<file path="config.mk">
export PLATFORM = sky130hd
export DESIGN_NAME = risc16_instruction_decoder_unit
export DESIGN_NICKNAME = d
export VERILOG_FILES = /design/src/design/r16d_pkg.sv /design/src/design/r16d_mask_reg.sv /design/src/design/r16d_decode.sv /design/src/design/risc16_instruction_decoder_unit.sv
export SDC_FILE = /design/constraint.sdc
export NUM_CORES = 1
export LEC_CHECK = 0
export ABC_AREA = 1
export CAP_MARGIN = 15
export CORE_MARGIN = 8
export CORE_UTILIZATION = 45
export CTS_CLUSTER_SIZE = 16
export DETAILED_ROUTE_END_ITERATION = 10
export DONT_BUFFER_PORTS = 1
export PLACE_DENSITY = 0.59
export SETUP_SLACK_MARGIN = 0.05
export SYNTH_ARGS = -nofsm -noshare
export SYNTH_HDL_FRONTEND = slang
export SYNTH_SLANG_ARGS = --single-unit
</file>
<file path="constraint.sdc">
create_clock -name clk -period 4.5 [get_ports clk]
set_input_delay 0.225 -clock clk [delete_from_list [all_inputs] [get_ports clk]]
set_output_delay 0.225 -clock clk [all_outputs]
set_load 0.03 [all_outputs]
</file>
<file path="src/design/r16d_pkg.sv">
package r16d_pkg;

  localparam int unsigned WORD_W = 16;
  localparam int unsigned OP_W   = 6;
  localparam int unsigned MASK_W = 42;

  localparam logic [MASK_W-1:0] MASK_RESET = 42'h0C17FFB30C7;

  // opcode numbers follow the capability bit order
  localparam logic [OP_W-1:0] OP_MOV      = 6'd0;
  localparam logic [OP_W-1:0] OP_ALU1_B   = 6'd3;
  localparam logic [OP_W-1:0] OP_AND      = 6'd6;
  localparam logic [OP_W-1:0] OP_OR       = 6'd7;
  localparam logic [OP_W-1:0] OP_ALU3_B   = 6'd8;
  localparam logic [OP_W-1:0] OP_SHL      = 6'd12;
  localparam logic [OP_W-1:0] OP_SHR      = 6'd13;
  localparam logic [OP_W-1:0] OP_BSH      = 6'd14;
  localparam logic [OP_W-1:0] OP_ABSH     = 6'd15;
  localparam logic [OP_W-1:0] OP_XCH      = 6'd16;
  localparam logic [OP_W-1:0] OP_TST      = 6'd17;
  localparam logic [OP_W-1:0] OP_CMP      = 6'd18;
  localparam logic [OP_W-1:0] OP_JC       = 6'd32;
  localparam logic [OP_W-1:0] OP_JRELC    = 6'd33;
  localparam logic [OP_W-1:0] OP_JEC      = 6'd34;
  localparam logic [OP_W-1:0] OP_JAC      = 6'd36;
  localparam logic [OP_W-1:0] OP_IO_B     = 6'd38;
  localparam logic [OP_W-1:0] OP_LAST     = 6'd41;

  // immediate-form opcodes by bits 14..12, register-addressed memory by bits 11..9
  localparam logic [OP_W-1:0] IMM_OPS [0:6] = '{
    6'd19, 6'd20, 6'd22, 6'd24, 6'd26, 6'd28, 6'd30
  };
  localparam logic [OP_W-1:0] MEM_OPS [0:5] = '{
    6'd21, 6'd23, 6'd25, 6'd27, 6'd29, 6'd31
  };

  typedef struct packed {
    logic [OP_W-1:0]   opcode;
    logic              undefined_encoding;
    logic              permitted;
    logic [2:0]        reg_first;
    logic [2:0]        reg_second;
    logic [2:0]        reg_third;
    logic [3:0]        shift_count;
    logic [8:0]        imm_or_address;
    logic [3:0]        cond_or_mask;
    logic signed [7:0] jump_offset;
    logic [4:0]        jump_base;
    logic [2:0]        port_number;
  } dec_t;

endpackage

</file>
<file path="src/design/r16d_mask_reg.sv">
module r16d_mask_reg (
  input  logic                           clk,
  input  logic                           rst_n,
  input  logic                           wr_en,
  input  logic [r16d_pkg::MASK_W-1:0]    wr_data,
  output logic [r16d_pkg::MASK_W-1:0]    mask
);

  logic [r16d_pkg::MASK_W-1:0] mask_r;
  logic [r16d_pkg::MASK_W-1:0] mask_nxt;

  always_comb begin
    mask_nxt = mask_r;
    if (wr_en) begin
      mask_nxt = wr_data;
    end
  end

  always_ff @(posedge clk) begin
    if (!rst_n) begin
      mask_r <= r16d_pkg::MASK_RESET;
    end else begin
      mask_r <= mask_nxt;
    end
  end

  assign mask = mask_r;

endmodule

</file>
<file path="src/design/r16d_decode.sv">
module r16d_decode (
  input  logic [r16d_pkg::WORD_W-1:0] word,
  input  logic [r16d_pkg::MASK_W-1:0] mask,
  output r16d_pkg::dec_t              dec
);

  logic [63:0]                 mask_ext;
  logic                        defined;
  logic [r16d_pkg::OP_W-1:0]   op;
  logic [1:0]                  sel;
  logic [1:0]                  lo;
  r16d_pkg::dec_t              f;

  assign mask_ext = {{(64 - r16d_pkg::MASK_W){1'b0}}, mask};
  assign sel      = word[12:11];
  assign lo       = word[1:0];

  always_comb begin
    f       = '0;
    op      = r16d_pkg::OP_MOV;
    defined = 1'b1;
    if (word[15]) begin
      // immediate and memory class
      if (word[14:12] != 3'd7) begin
        op               = r16d_pkg::IMM_OPS[word[14:12]];
        f.reg_first      = word[11:9];
        f.imm_or_address = word[8:0];
      end else if (word[11:9] > 3'd5) begin
        defined = 1'b0;
      end else begin
        op           = r16d_pkg::MEM_OPS[word[11:9]];
        f.reg_first  = word[7:5];
        f.reg_second = word[4:2];
      end
    end else if (word[14]) begin
      // jumps and port i/o
      if (word[13]) begin
        op            = r16d_pkg::OP_IO_B + {4'd0, sel};
        f.reg_first   = word[10:8];
        f.port_number = word[7:5];
      end else if (sel == 2'd0) begin
        op            = r16d_pkg::OP_JC;
        f.cond_or_mask = {1'b0, word[10:8]};
        f.jump_offset = word[7:0];
      end else if (sel == 2'd1) begin
        op             = r16d_pkg::OP_JRELC;
        f.cond_or_mask = {1'b0, word[10:8]};
        f.reg_second   = word[7:5];
        f.jump_base    = word[4:0];
      end else begin
        op = ((sel == 2'd2) ? r16d_pkg::OP_JEC : r16d_pkg::OP_JAC)
             + {5'd0, ~word[6]};
        f.cond_or_mask = word[10:7];
        f.jump_offset  = {{2{word[5]}}, word[5:0]};
      end
    end else begin
      // register operations, group in bits 13..11
      case (word[13:11])
        3'd0: begin
          if (lo == 2'd3) begin
            defined = 1'b0;
          end else begin
            op           = r16d_pkg::OP_MOV + {4'd0, lo};
            f.reg_first  = word[10:8];
            f.reg_second = word[7:5];
            if (lo != 2'd0) begin
              f.reg_third = word[4:2];
            end
          end
        end
        3'd1: begin
          if (lo == 2'd3) begin
            defined = 1'b0;
          end else begin
            op           = r16d_pkg::OP_ALU1_B + {4'd0, lo};
            f.reg_first  = word[10:8];
            f.reg_second = word[7:5];
            f.reg_third  = word[4:2];
          end
        end
        3'd2: begin
          op           = word[0] ? r16d_pkg::OP_OR : r16d_pkg::OP_AND;
          f.reg_first  = word[10:8];
          f.reg_second = word[7:5];
          f.reg_third  = word[4:2];
        end
        3'd3: begin
          op           = r16d_pkg::OP_ALU3_B + {4'd0, lo};
          f.reg_first  = word[10:8];
          f.reg_second = word[7:5];
          f.reg_third  = word[4:2];
        end
        3'd4: begin
          op            = word[4] ? r16d_pkg::OP_SHR : r16d_pkg::OP_SHL;
          f.reg_first   = word[10:8];
          f.reg_second  = word[7:5];
          f.shift_count = word[3:0];
        end
        3'd5: begin
          op            = word[0] ? r16d_pkg::OP_ABSH : r16d_pkg::OP_BSH;
          f.reg_first   = word[10:8];
          f.reg_second  = word[7:5];
          f.shift_count = {1'b0, word[4:2]};
        end
        3'd6: begin
          op           = r16d_pkg::OP_XCH;
          f.reg_first  = word[7:5];
          f.reg_second = word[4:2];
        end
        default: begin
          f.reg_first = word[7:5];
          if (word[0]) begin
            op           = r16d_pkg::OP_CMP;
            f.reg_second = word[4:2];
          end else begin
            op = r16d_pkg::OP_TST;
          end
        end
      endcase
    end

    if (defined) begin
      dec           = f;
      dec.opcode    = op;
      dec.permitted = mask_ext[op];
    end else begin
      dec                    = '0;
      dec.undefined_encoding = 1'b1;
    end
  end

endmodule

</file>
<file path="src/design/risc16_instruction_decoder_unit.sv">
// 16-bit instruction decoder: takes one instruction word per item and returns one decoded
// item carrying the opcode (numbered in capability bit order, 0 to 41), the operand fields
// cut out for that form, an undefined-encoding flag and a permitted flag taken from the
// 42-bit opcode enable mask. The accepting edge loads the word into the input register,
// the decode logic sits between the two registers and the result register takes the decoded
// item once it has room; out_valid rises when the result register is loaded.
// Throughput is one item per cycle while out_ready stays high; both stages are elastic, so
// a stall on the output side fills the two registers before in_ready drops. The enable mask
// resets to the base instruction set and is rewritten through the cfg channel, which is
// always ready; write it only while no item is in flight. Fields a form does not use read
// as zero, and an undefined word yields opcode 0 with every operand field zero.
module risc16_instruction_decoder_unit (
  input  logic                              clk,
  input  logic                              rst_n,

  input  logic                              in_valid,
  output logic                              in_ready,
  input  logic [r16d_pkg::WORD_W-1:0]       in_instruction_word,

  output logic                              out_valid,
  input  logic                              out_ready,
  output logic [r16d_pkg::OP_W-1:0]         out_opcode,
  output logic                              out_undefined_encoding,
  output logic                              out_permitted,
  output logic [2:0]                        out_reg_first,
  output logic [2:0]                        out_reg_second,
  output logic [2:0]                        out_reg_third,
  output logic [3:0]                        out_shift_count,
  output logic [8:0]                        out_imm_or_address,
  output logic [3:0]                        out_cond_or_mask,
  output logic signed [7:0]                 out_jump_offset,
  output logic [4:0]                        out_jump_base,
  output logic [2:0]                        out_port_number,

  input  logic                              cfg_valid,
  output logic                              cfg_ready,
  input  logic [r16d_pkg::MASK_W-1:0]       cfg_opcode_enable_mask
);

  // input stage
  logic                          in_vld_r;
  logic                          in_vld_nxt;
  logic [r16d_pkg::WORD_W-1:0]   word_r;
  logic [r16d_pkg::WORD_W-1:0]   word_nxt;

  // result stage
  logic                          out_vld_r;
  logic                          out_vld_nxt;
  r16d_pkg::dec_t                res_r;
  r16d_pkg::dec_t                res_nxt;

  logic                          res_ready;
  logic [r16d_pkg::MASK_W-1:0]   mask;
  r16d_pkg::dec_t                dec;

  // configuration is a plain register write, never back-pressured
  assign cfg_ready = 1'b1;

  r16d_mask_reg u_mask (
    .clk     (clk),
    .rst_n   (rst_n),
    .wr_en   (cfg_valid),
    .wr_data (cfg_opcode_enable_mask),
    .mask    (mask)
  );

  r16d_decode u_decode (
    .word (word_r),
    .mask (mask),
    .dec  (dec)
  );

  // each stage moves on when the stage after it is empty or draining
  assign res_ready = !out_vld_r || out_ready;
  assign in_ready  = !in_vld_r || res_ready;

  always_comb begin
    in_vld_nxt  = in_vld_r;
    word_nxt    = word_r;
    out_vld_nxt = out_vld_r;
    res_nxt     = res_r;
    if (in_ready) begin
      in_vld_nxt = in_valid;
      if (in_valid) begin
        word_nxt = in_instruction_word;
      end
    end
    if (res_ready) begin
      out_vld_nxt = in_vld_r;
      if (in_vld_r) begin
        res_nxt = dec;
      end
    end
  end

  always_ff @(posedge clk) begin
    if (!rst_n) begin
      in_vld_r  <= 1'b0;
      out_vld_r <= 1'b0;
    end else begin
      in_vld_r  <= in_vld_nxt;
      out_vld_r <= out_vld_nxt;
    end
  end

  // payload registers carry no reset
  always_ff @(posedge clk) begin
    word_r <= word_nxt;
    res_r  <= res_nxt;
  end

  assign out_valid              = out_vld_r;
  assign out_opcode             = res_r.opcode;
  assign out_undefined_encoding = res_r.undefined_encoding;
  assign out_permitted          = res_r.permitted;
  assign out_reg_first          = res_r.reg_first;
  assign out_reg_second         = res_r.reg_second;
  assign out_reg_third          = res_r.reg_third;
  assign out_shift_count        = res_r.shift_count;
  assign out_imm_or_address     = res_r.imm_or_address;
  assign out_cond_or_mask       = res_r.cond_or_mask;
  assign out_jump_offset        = res_r.jump_offset;
  assign out_jump_base          = res_r.jump_base;
  assign out_port_number        = res_r.port_number;

endmodule

</file>
==> impl_metrics.py, run 1 <==
metrics = {
    "outcome": {
        "run_status": "complete, no violations",
    },
    "setup_path": {
        "cp.depth": 16,
        "rrSetupSlack_ns": 1.28,
        "rr_startpoint": "word_r[12]$_DFFE_PP_",
        "path_class": "flop to flop",
        "crit_chain": "inv_1, ha_1, inv_1, nor2_1, nor2_1, nand2_1, nand2_4, inv_2, nand2_1, nand2_1, nor2_1, nor2_1, nor2_1, nand2_1, nand2_1, a21oi_1",
        "cpMaxStageDelayCell": "edfxtp_1",
        "rr_worst_depth": 16,
        "worstSetupStartpoint": "word_r[12]$_DFFE_PP_",
        "crit_family": "simple AND/OR/NAND/NOR gates",
        "r2r-end": "out_permitted$_SDFFCE_PP0P_",
        "cp-start-kind": "flop",
        "critPathMaxFanout": 21,
        "crit_path_max_incr_delay_ns": 0.78,
        "path_buf_inv": 3,
        "cp-end-kind": "flop",
        "critPathArrivalTime_ns": 3.33,
        "crit_path_end": "out_permitted$_SDFFCE_PP0P_",
        "cp.required_ns": 4.61,
    },
    "synth": {
        "synthAdderAreaFrac_pct": 2.91,
        "seq_area_frac_synth_pct": 55.5,
        "ys_types": 35,
        "synth_top_area_share_pct": 38.4,
        "syn_area_per_cell_sq_um": 8.75,
        "synth_area_leaders": "edfxtp_1 38%, dfxtp_1 17%, nand2_1 7.9%, nand3_1 6.7%, nor2_1 5.7%",
        "synth_nets": 665,
        "synth-compound-area-share_pct": 9.75,
        "yosys.area.top_type": "edfxtp_1",
        "synth-simple-area-share_pct": 24.6,
        "synth_top_family_by_area": "simple AND/OR/NAND/NOR gates",
        "yosysWarnings": 0,
        "synthesis.area_sq_um": 5160,
        "synth_seq_cells": 110,
        "muxShareOfSynthArea_pct": 0,
        "postSynthCellCount": 590,
        "synthXorXnorAreaFrac_pct": 0,
    },
    "hold_path": {
        "min_from": "cfg_opcode_enable_mask[22]",
        "hold_class": "primary input to flop",
    },
    "sta": {
        "rsz0062_at_grt": "false",
        "min_period_ns": 3.22,
        "relSlewSlack_pct": 30.7,
        "timing.fmax_mhz": 310,
        "post-route-period-util_pct": 71.6,
        "fin_worst_skew_ns": 0.00526,
        "final_hold_viol_count": 0,
        "worst_pin_slew_ns": 1.04,
        "fin_ws_ns": 1.28,
        "setup_viol": 0,
        "final_max_slew_viol_count": 0,
        "tns_ns": 0,
    },
    "placed_design": {
        "placement.io_buffers": 0,
        "pre_cts_slack_ns": 1.31,
        "place_inst": 707,
        "dpl_cell_area_sq_um": 5210,
        "hpwl_mm": 9.68,
        "gp_congestion": 0.898,
    },
    "floorplanning": {
        "num_rows": 39,
        "die_h_um": 123,
        "num_io_pins": 116,
        "core_area_sq_um": 11300,
        "die_x_um": 123,
        "dieArea_sq_um": 15100,
        "initial_core_util_pct": 45.6,
    },
    "clocking": {
        "clock_sinks": 110,
        "clockBufferDepth": 2,
        "post_cts_buffers": 0,
        "htree_num_levels": 3,
        "cts_root_buffer": "clkbuf_16",
        "clk_pin_slew_ns": 0.07,
        "cts_buffers": 9,
        "post_cts_resized": 0,
        "cts_tree": "built",
        "clock_latency_ns": 0.35,
        "cts_hold_buf": 20,
    },
    "final_layout": {
        "fin_cells": 744,
        "drive_gt1_share_pct": 5.16,
        "seqCellArea_sq_um": 2860,
        "layout.nets": 671,
        "syn2layout_area_growth_pct": 10.7,
        "antenna_cells": 0,
        "design_area_sq_um": 5710,
        "multiInputGateArea_sq_um": 1940,
        "fillers": 1088,
    },
    "power_and_ir_drop": {
        "internal_power_mw": 1.65,
        "p_switching_mw": 0.609,
        "power.density_nw_per_um2": 395,
        "power_frac_seq_pct": 53.5,
        "clkPwrFrac_pct": 34.6,
        "swShare_pct": 27.0,
        "p_leak_nw": 2.38,
        "vdd_ir_drop_max_v": 0.000191,
        "power_frac_comb_pct": 11.9,
    },
    "route": {
        "wl_per_cell_um": 18.1,
        "first_pass_iters": 5,
        "dr_total_vias": 4062,
        "wl_mm": 13.5,
        "viasPerCell": 5.46,
        "drtAntennaViolNets": 0,
        "drtIter0Drc": 289,
        "route.detailed.drc": 0,
    },
    "global_route": {
        "antenna_found_initial": 0,
        "grt_pass1_vias": 4049,
        "grt_pass1_wl_mm": 21.2,
        "grt_max_degree": 51,
        "grt.overflow.total": 0,
        "track_usage_pct": 17.9,
    },
    "job": {
        "max-cap-violations": 0,
    },
}
## power by group through the flow
stage / sequential, mW / combinational, mW / clock, mW
floorplan: 1.21 / 0.213 / 0
global placement: 1.23 / 0.243 / 0
detailed placement: 1.23 / 0.247 / 0
CTS: 1.21 / 0.266 / 0.791
global route: 1.22 / 0.304 / 0.837
finish: 1.21 / 0.268 / 0.782
## logic make-up after synthesis
kind of cell | after synthesis
flip-flops | 110
adder cells (fa/ha/maj) | 12
AND/OR/NAND/NOR | 289
buffers and inverters | 86
other | 1
AO/OA/AOI/OAI | 92
## sequential cells by signal, summed over array words and instances (netlist names)
name,cells
in_vld_r,1
out_cond_or_mask,4
out_imm_or_address,9
out_jump_base,5
out_jump_offset,8
out_opcode,6
out_permitted,1
out_port_number,3
out_reg_first,3
out_reg_second,3
out_reg_third,3
out_shift_count,4
out_undefined_encoding,1
out_valid,1
u_mask.mask,42
word_r,16
## worst min path at each step
stage | to | slack [ns] | cells after the start
2_1_floorplan | word_r[0]$_DFFE_PP_ | 0.32 | 0
3_3_place_gp | u_mask.mask[23]$_SDFFE_PN1P_ | 0.31 | 1
3_5_place_dp | u_mask.mask[13]$_SDFFE_PN1P_ | 0.32 | 1
4_1_cts | u_mask.mask[23]$_SDFFE_PN1P_ | 0.0006 | 2
5_1_grt | u_mask.mask[2]$_SDFFE_PN1P_ | 0.005 | 2
6_report | u_mask.mask[22]$_SDFFE_PN1P_ | 0.003 | 2
## layer usage
layer  vias up  track usage (%)  share of wire (%)
li1       1990                -                  -
met1      1908             25.0                 49
met2       150             26.5                 43
met3        14             4.84                6.8
met4         0             5.72                1.3
met5         -                0                  0
## stage by stage
stage               utilization (%)  total power, mW  hold WS [ns]
detailed placement             46.0             1.48         0.316
finish                         50.5             2.26       0.00349
global placement               46.0             1.47         0.315
CTS                            50.4             2.27      0.000647
global route                   50.5             2.36       0.00471
floorplan                         -             1.42         0.324
## synth_stat cells (all sizes together)
cell type    n
nand3       69
clkinv       3
clkbuf      17
nor3        11
ha          12
nand2      115
dfxtp       44
o22ai        9
o31ai        1
edfxtp      66
a21oi       37
a31oi        1
o21ai       36
a211oi       1
conb         1
o32ai        3
a32oi        2
o211ai       1
nand4        2
inv         56
o221ai       1
or2          2
buf         10
nor2        83
nand3b       7
## cell type report
type	count	share of cell area [%]
clock buffers	10	4.01
clock inverters	6	1.07
inverters	59	3.92
multi-input cells	394	33.9
flip-flops and latches	110	50.1
well taps	143	3.13
repair buffers	22	3.81
## layout by cell type, fill, tap and decap left out, types with 9 or more instances in the layout
cell type and n:
dlygate4sd3_1 21, a21oi_1 36, inv_1 52, o22ai_1 9, dfxtp_1 44, nand3_1 69, edfxtp_1 66, o21ai_0 33
ha_1 12, clkbuf_16 9, nor3_1 11, nor2_1 79, nand2_1 109
(Power assumes the default switching activity.)
==> inputs of run 2 (changes only) <==
ABC_AREA = 0   (was 1)
clock period = 3.4 ns   (was 4.5 ns; I/O delays follow)
==> impl_metrics.py, run 2 <==
metrics = {
    "setup_path": {
        "crit_path_max_incr_delay_ns": 0.50,
        "critPathMaxFanout": 10,
        "crit_chain": "inv_1, ha_1, inv_1, o221ai_1, o211a_2, mux2i_1, mux2i_1, a22oi_1, a311oi_1",
        "cp.required_ns": 3.50,
        "path_class": "flop to flop",
        "crit_family": "compound AO/OA/AOI/OAI gates",
        "cp-end-kind": "flop",
        "cp-start-kind": "flop",
        "critPathArrivalTime_ns": 3.19,
        "cpMaxStageDelayCell": "edfxtp_1",
        "path_buf_inv": 2,
    },
    "sta": {
        "fin_worst_skew_ns": 0.00770,
        "min_period_ns": 3.09,
        "relSlewSlack_pct": 46.9,
        "rsz0062_at_grt": "false",
        "timing.fmax_mhz": 323,
        "final_max_slew_viol_count": 0,
        "final_hold_viol_count": 0,
        "post-route-period-util_pct": 91.0,
        "worst_pin_slew_ns": 0.795,
        "tns_ns": 0,
        "setup_viol": 0,
    },
    "synth": {
        "synthesis.area_sq_um": 5390,
        "synth_nets": 543,
        "synth_ff_type": "edfxtp_1",
        "ys_types": 61,
        "synth_edf_count": 66,
        "yosysWarnings": 0,
        "syn_area_per_cell_sq_um": 11.5,
        "async_flop_share_pct": 0,
        "seq_area_frac_synth_pct": 53.1,
        "yosysMostFrequentCell": "mux2i_1",
        "yosys-top-cells-count": "72 x mux2i_1, 66 x edfxtp_1, 44 x dfxtp_1",
        "synth_top_area_share_pct": 36.7,
        "yosys.area.top_type": "edfxtp_1",
        "synth_seq_cells": 110,
        "synth_area_leaders": "edfxtp_1 37%, dfxtp_1 16%, mux2i_1 13%, nor2b_1 2.9%, ha_1 2.8%",
        "postSynthCellCount": 468,
    },
    "final_layout": {
        "seqCellArea_sq_um": 2860,
        "fillers": 1001,
        "antenna_cells": 0,
        "multiInputGateArea_sq_um": 2350,
        "largest_register_ffs": 42,
        "drive_gt1_share_pct": 8.90,
        "mostFrequentLayoutCells": "90 x dlygate4sd3_1, 72 x mux2i_1, 66 x edfxtp_1",
        "fin_cells": 709,
        "layout.nets": 632,
        "layout_commonest_cell": "dlygate4sd3_1",
        "syn2layout_area_growth_pct": 25.8,
    },
    "floorplanning": {
        "initial_core_util_pct": 45.5,
        "num_io_pins": 116,
        "core_area_sq_um": 11900,
        "die_x_um": 125,
        "dieArea_sq_um": 15700,
        "num_rows": 40,
        "die_h_um": 125,
    },
    "placed_design": {
        "hpwl_mm": 9.03,
        "placement.io_buffers": 0,
        "place_inst": 597,
        "gp_congestion": 0.843,
    },
    "route": {
        "dr_total_vias": 3912,
        "viasPerCell": 5.52,
        "first_pass_iters": 7,
        "route.detailed.drc": 0,
        "drtAntennaViolNets": 0,
        "wl_per_cell_um": 19.4,
        "wl_mm": 13.7,
        "drtIter0Drc": 281,
    },
    "clocking": {
        "cts_buffers": 9,
        "clock_latency_ns": 0.35,
        "clockBufferDepth": 2,
        "clk_pin_slew_ns": 0.07,
        "htree_num_levels": 3,
        "clock_sinks": 110,
        "cts_root_buffer": "clkbuf_16",
        "cts_tree": "built",
    },
    "global_route": {
        "grt.overflow.total": 0,
        "track_usage_pct": 17.6,
        "grt_max_degree": 51,
        "grt_pass1_wl_mm": 21.9,
        "antenna_found_initial": 0,
        "grt_pass1_vias": 3948,
    },
    "power_and_ir_drop": {
        "vdd_ir_drop_max_v": 0.000270,
        "power.density_nw_per_um2": 473,
        "p_leak_nw": 2.72,
    },
    "job": {
        "max-cap-violations": 0,
    },
    "outcome": {
        "run_status": "complete, no violations",
    },
    "hold_path": {
        "hold_class": "primary input to flop",
    },
}
==> run 2: cell count changes after synthesis, sizes merged, moves of 29 or more <==
cell / previous run / this run
nand2: 115 / 40
inv: 56 / 11
nor2: 83 / 28
mux2i: 0 / 72
nand3: 69 / 3
o21ai: 36 / 7
==> run 2: worst paths after layout <==
kind	depth (start not counted)	slack [ns]	start	end
max	9	0.31	word_r[12]$_DFFE_PP_	out_permitted$_SDFFCE_PP0P_
min	2	0.01	cfg_valid	u_mask.mask[34]$_SDFFE_PN0P_
min reg2reg	2	0.53	u_mask.mask[41]$_SDFFE_PN0P_	u_mask.mask[41]$_SDFFE_PN0P_
max reg2reg	9	0.31	word_r[12]$_DFFE_PP_	out_permitted$_SDFFCE_PP0P_
==> run 2: kinds of logic after synthesis <==
family,after synthesis,synth area share (%)
mux,77,14.9
buf+inv,38,3.55
simple gates,157,15.6
xor+xnor,1,0.162
flops,110,53.1
fa+ha+maj,12,2.78
compound gates,72,9.86
other cells,1,0.0695
==> run 2: repair_timing <==
action,CTS,global route
hold buffers,90,1
setup buffers,0,5
hold endpoints to repair,60,1
gates resized for setup,0,1
endpoints found under the setup margin,0,1
==> run 2: stage by stage <==
step	total power [mW]	util (%)	hold WS, ns	area (sq um)	setup WS [ns]
global route	3.33	57.2	0.00287	6780	0.0701
CTS	3.23	56.8	0.000311	6740	0.256
finish	3.21	57.2	0.0130	6780	0.305
global placement	1.98	46.4	0.236	5500	0.328
detailed placement	1.99	46.4	0.239	5500	0.273
floorplan	1.93	-	0.269	5390	0.0934
==> run 2: routing by layer <==
layer | part of all wire, % | vias to the layer above | GRT usage (%)
li1 | - | 1890 | -
met4 | 1.8 | 0 | 6.81
met3 | 6.0 | 18 | 4.67
met5 | 0 | - | 0
met2 | 45 | 131 | 26.7
met1 | 47 | 1873 | 23.5
==> run 2: area by class of cell <==
cell class,count,share of cell area (%)
Inverter,11,0.609
Sequential cell,110,42.2
Timing Repair Buffer,105,15.1
Clock inverter,7,1.44
Multi-Input combinational cell,320,34.6
Clock buffer,9,3.32
Tap cell,147,2.71
==> run 2: where the power goes <==
group          internal [mW]  total (mW)  switching [mW]
Clock                  0.648        1.13           0.485
Sequential              1.50        1.63           0.127
Combinational          0.236       0.452           0.216
==> run 2: worst reg2reg max path, delay by kind of cell, from the launching register on <==
kind	cells	cell delay, ns
AOI/OAI and AO/OA	4	1.31
DFF	1	0.50
buffers and inverters	2	0.38
muxes	2	0.36
adders and majority gates	1	0.30
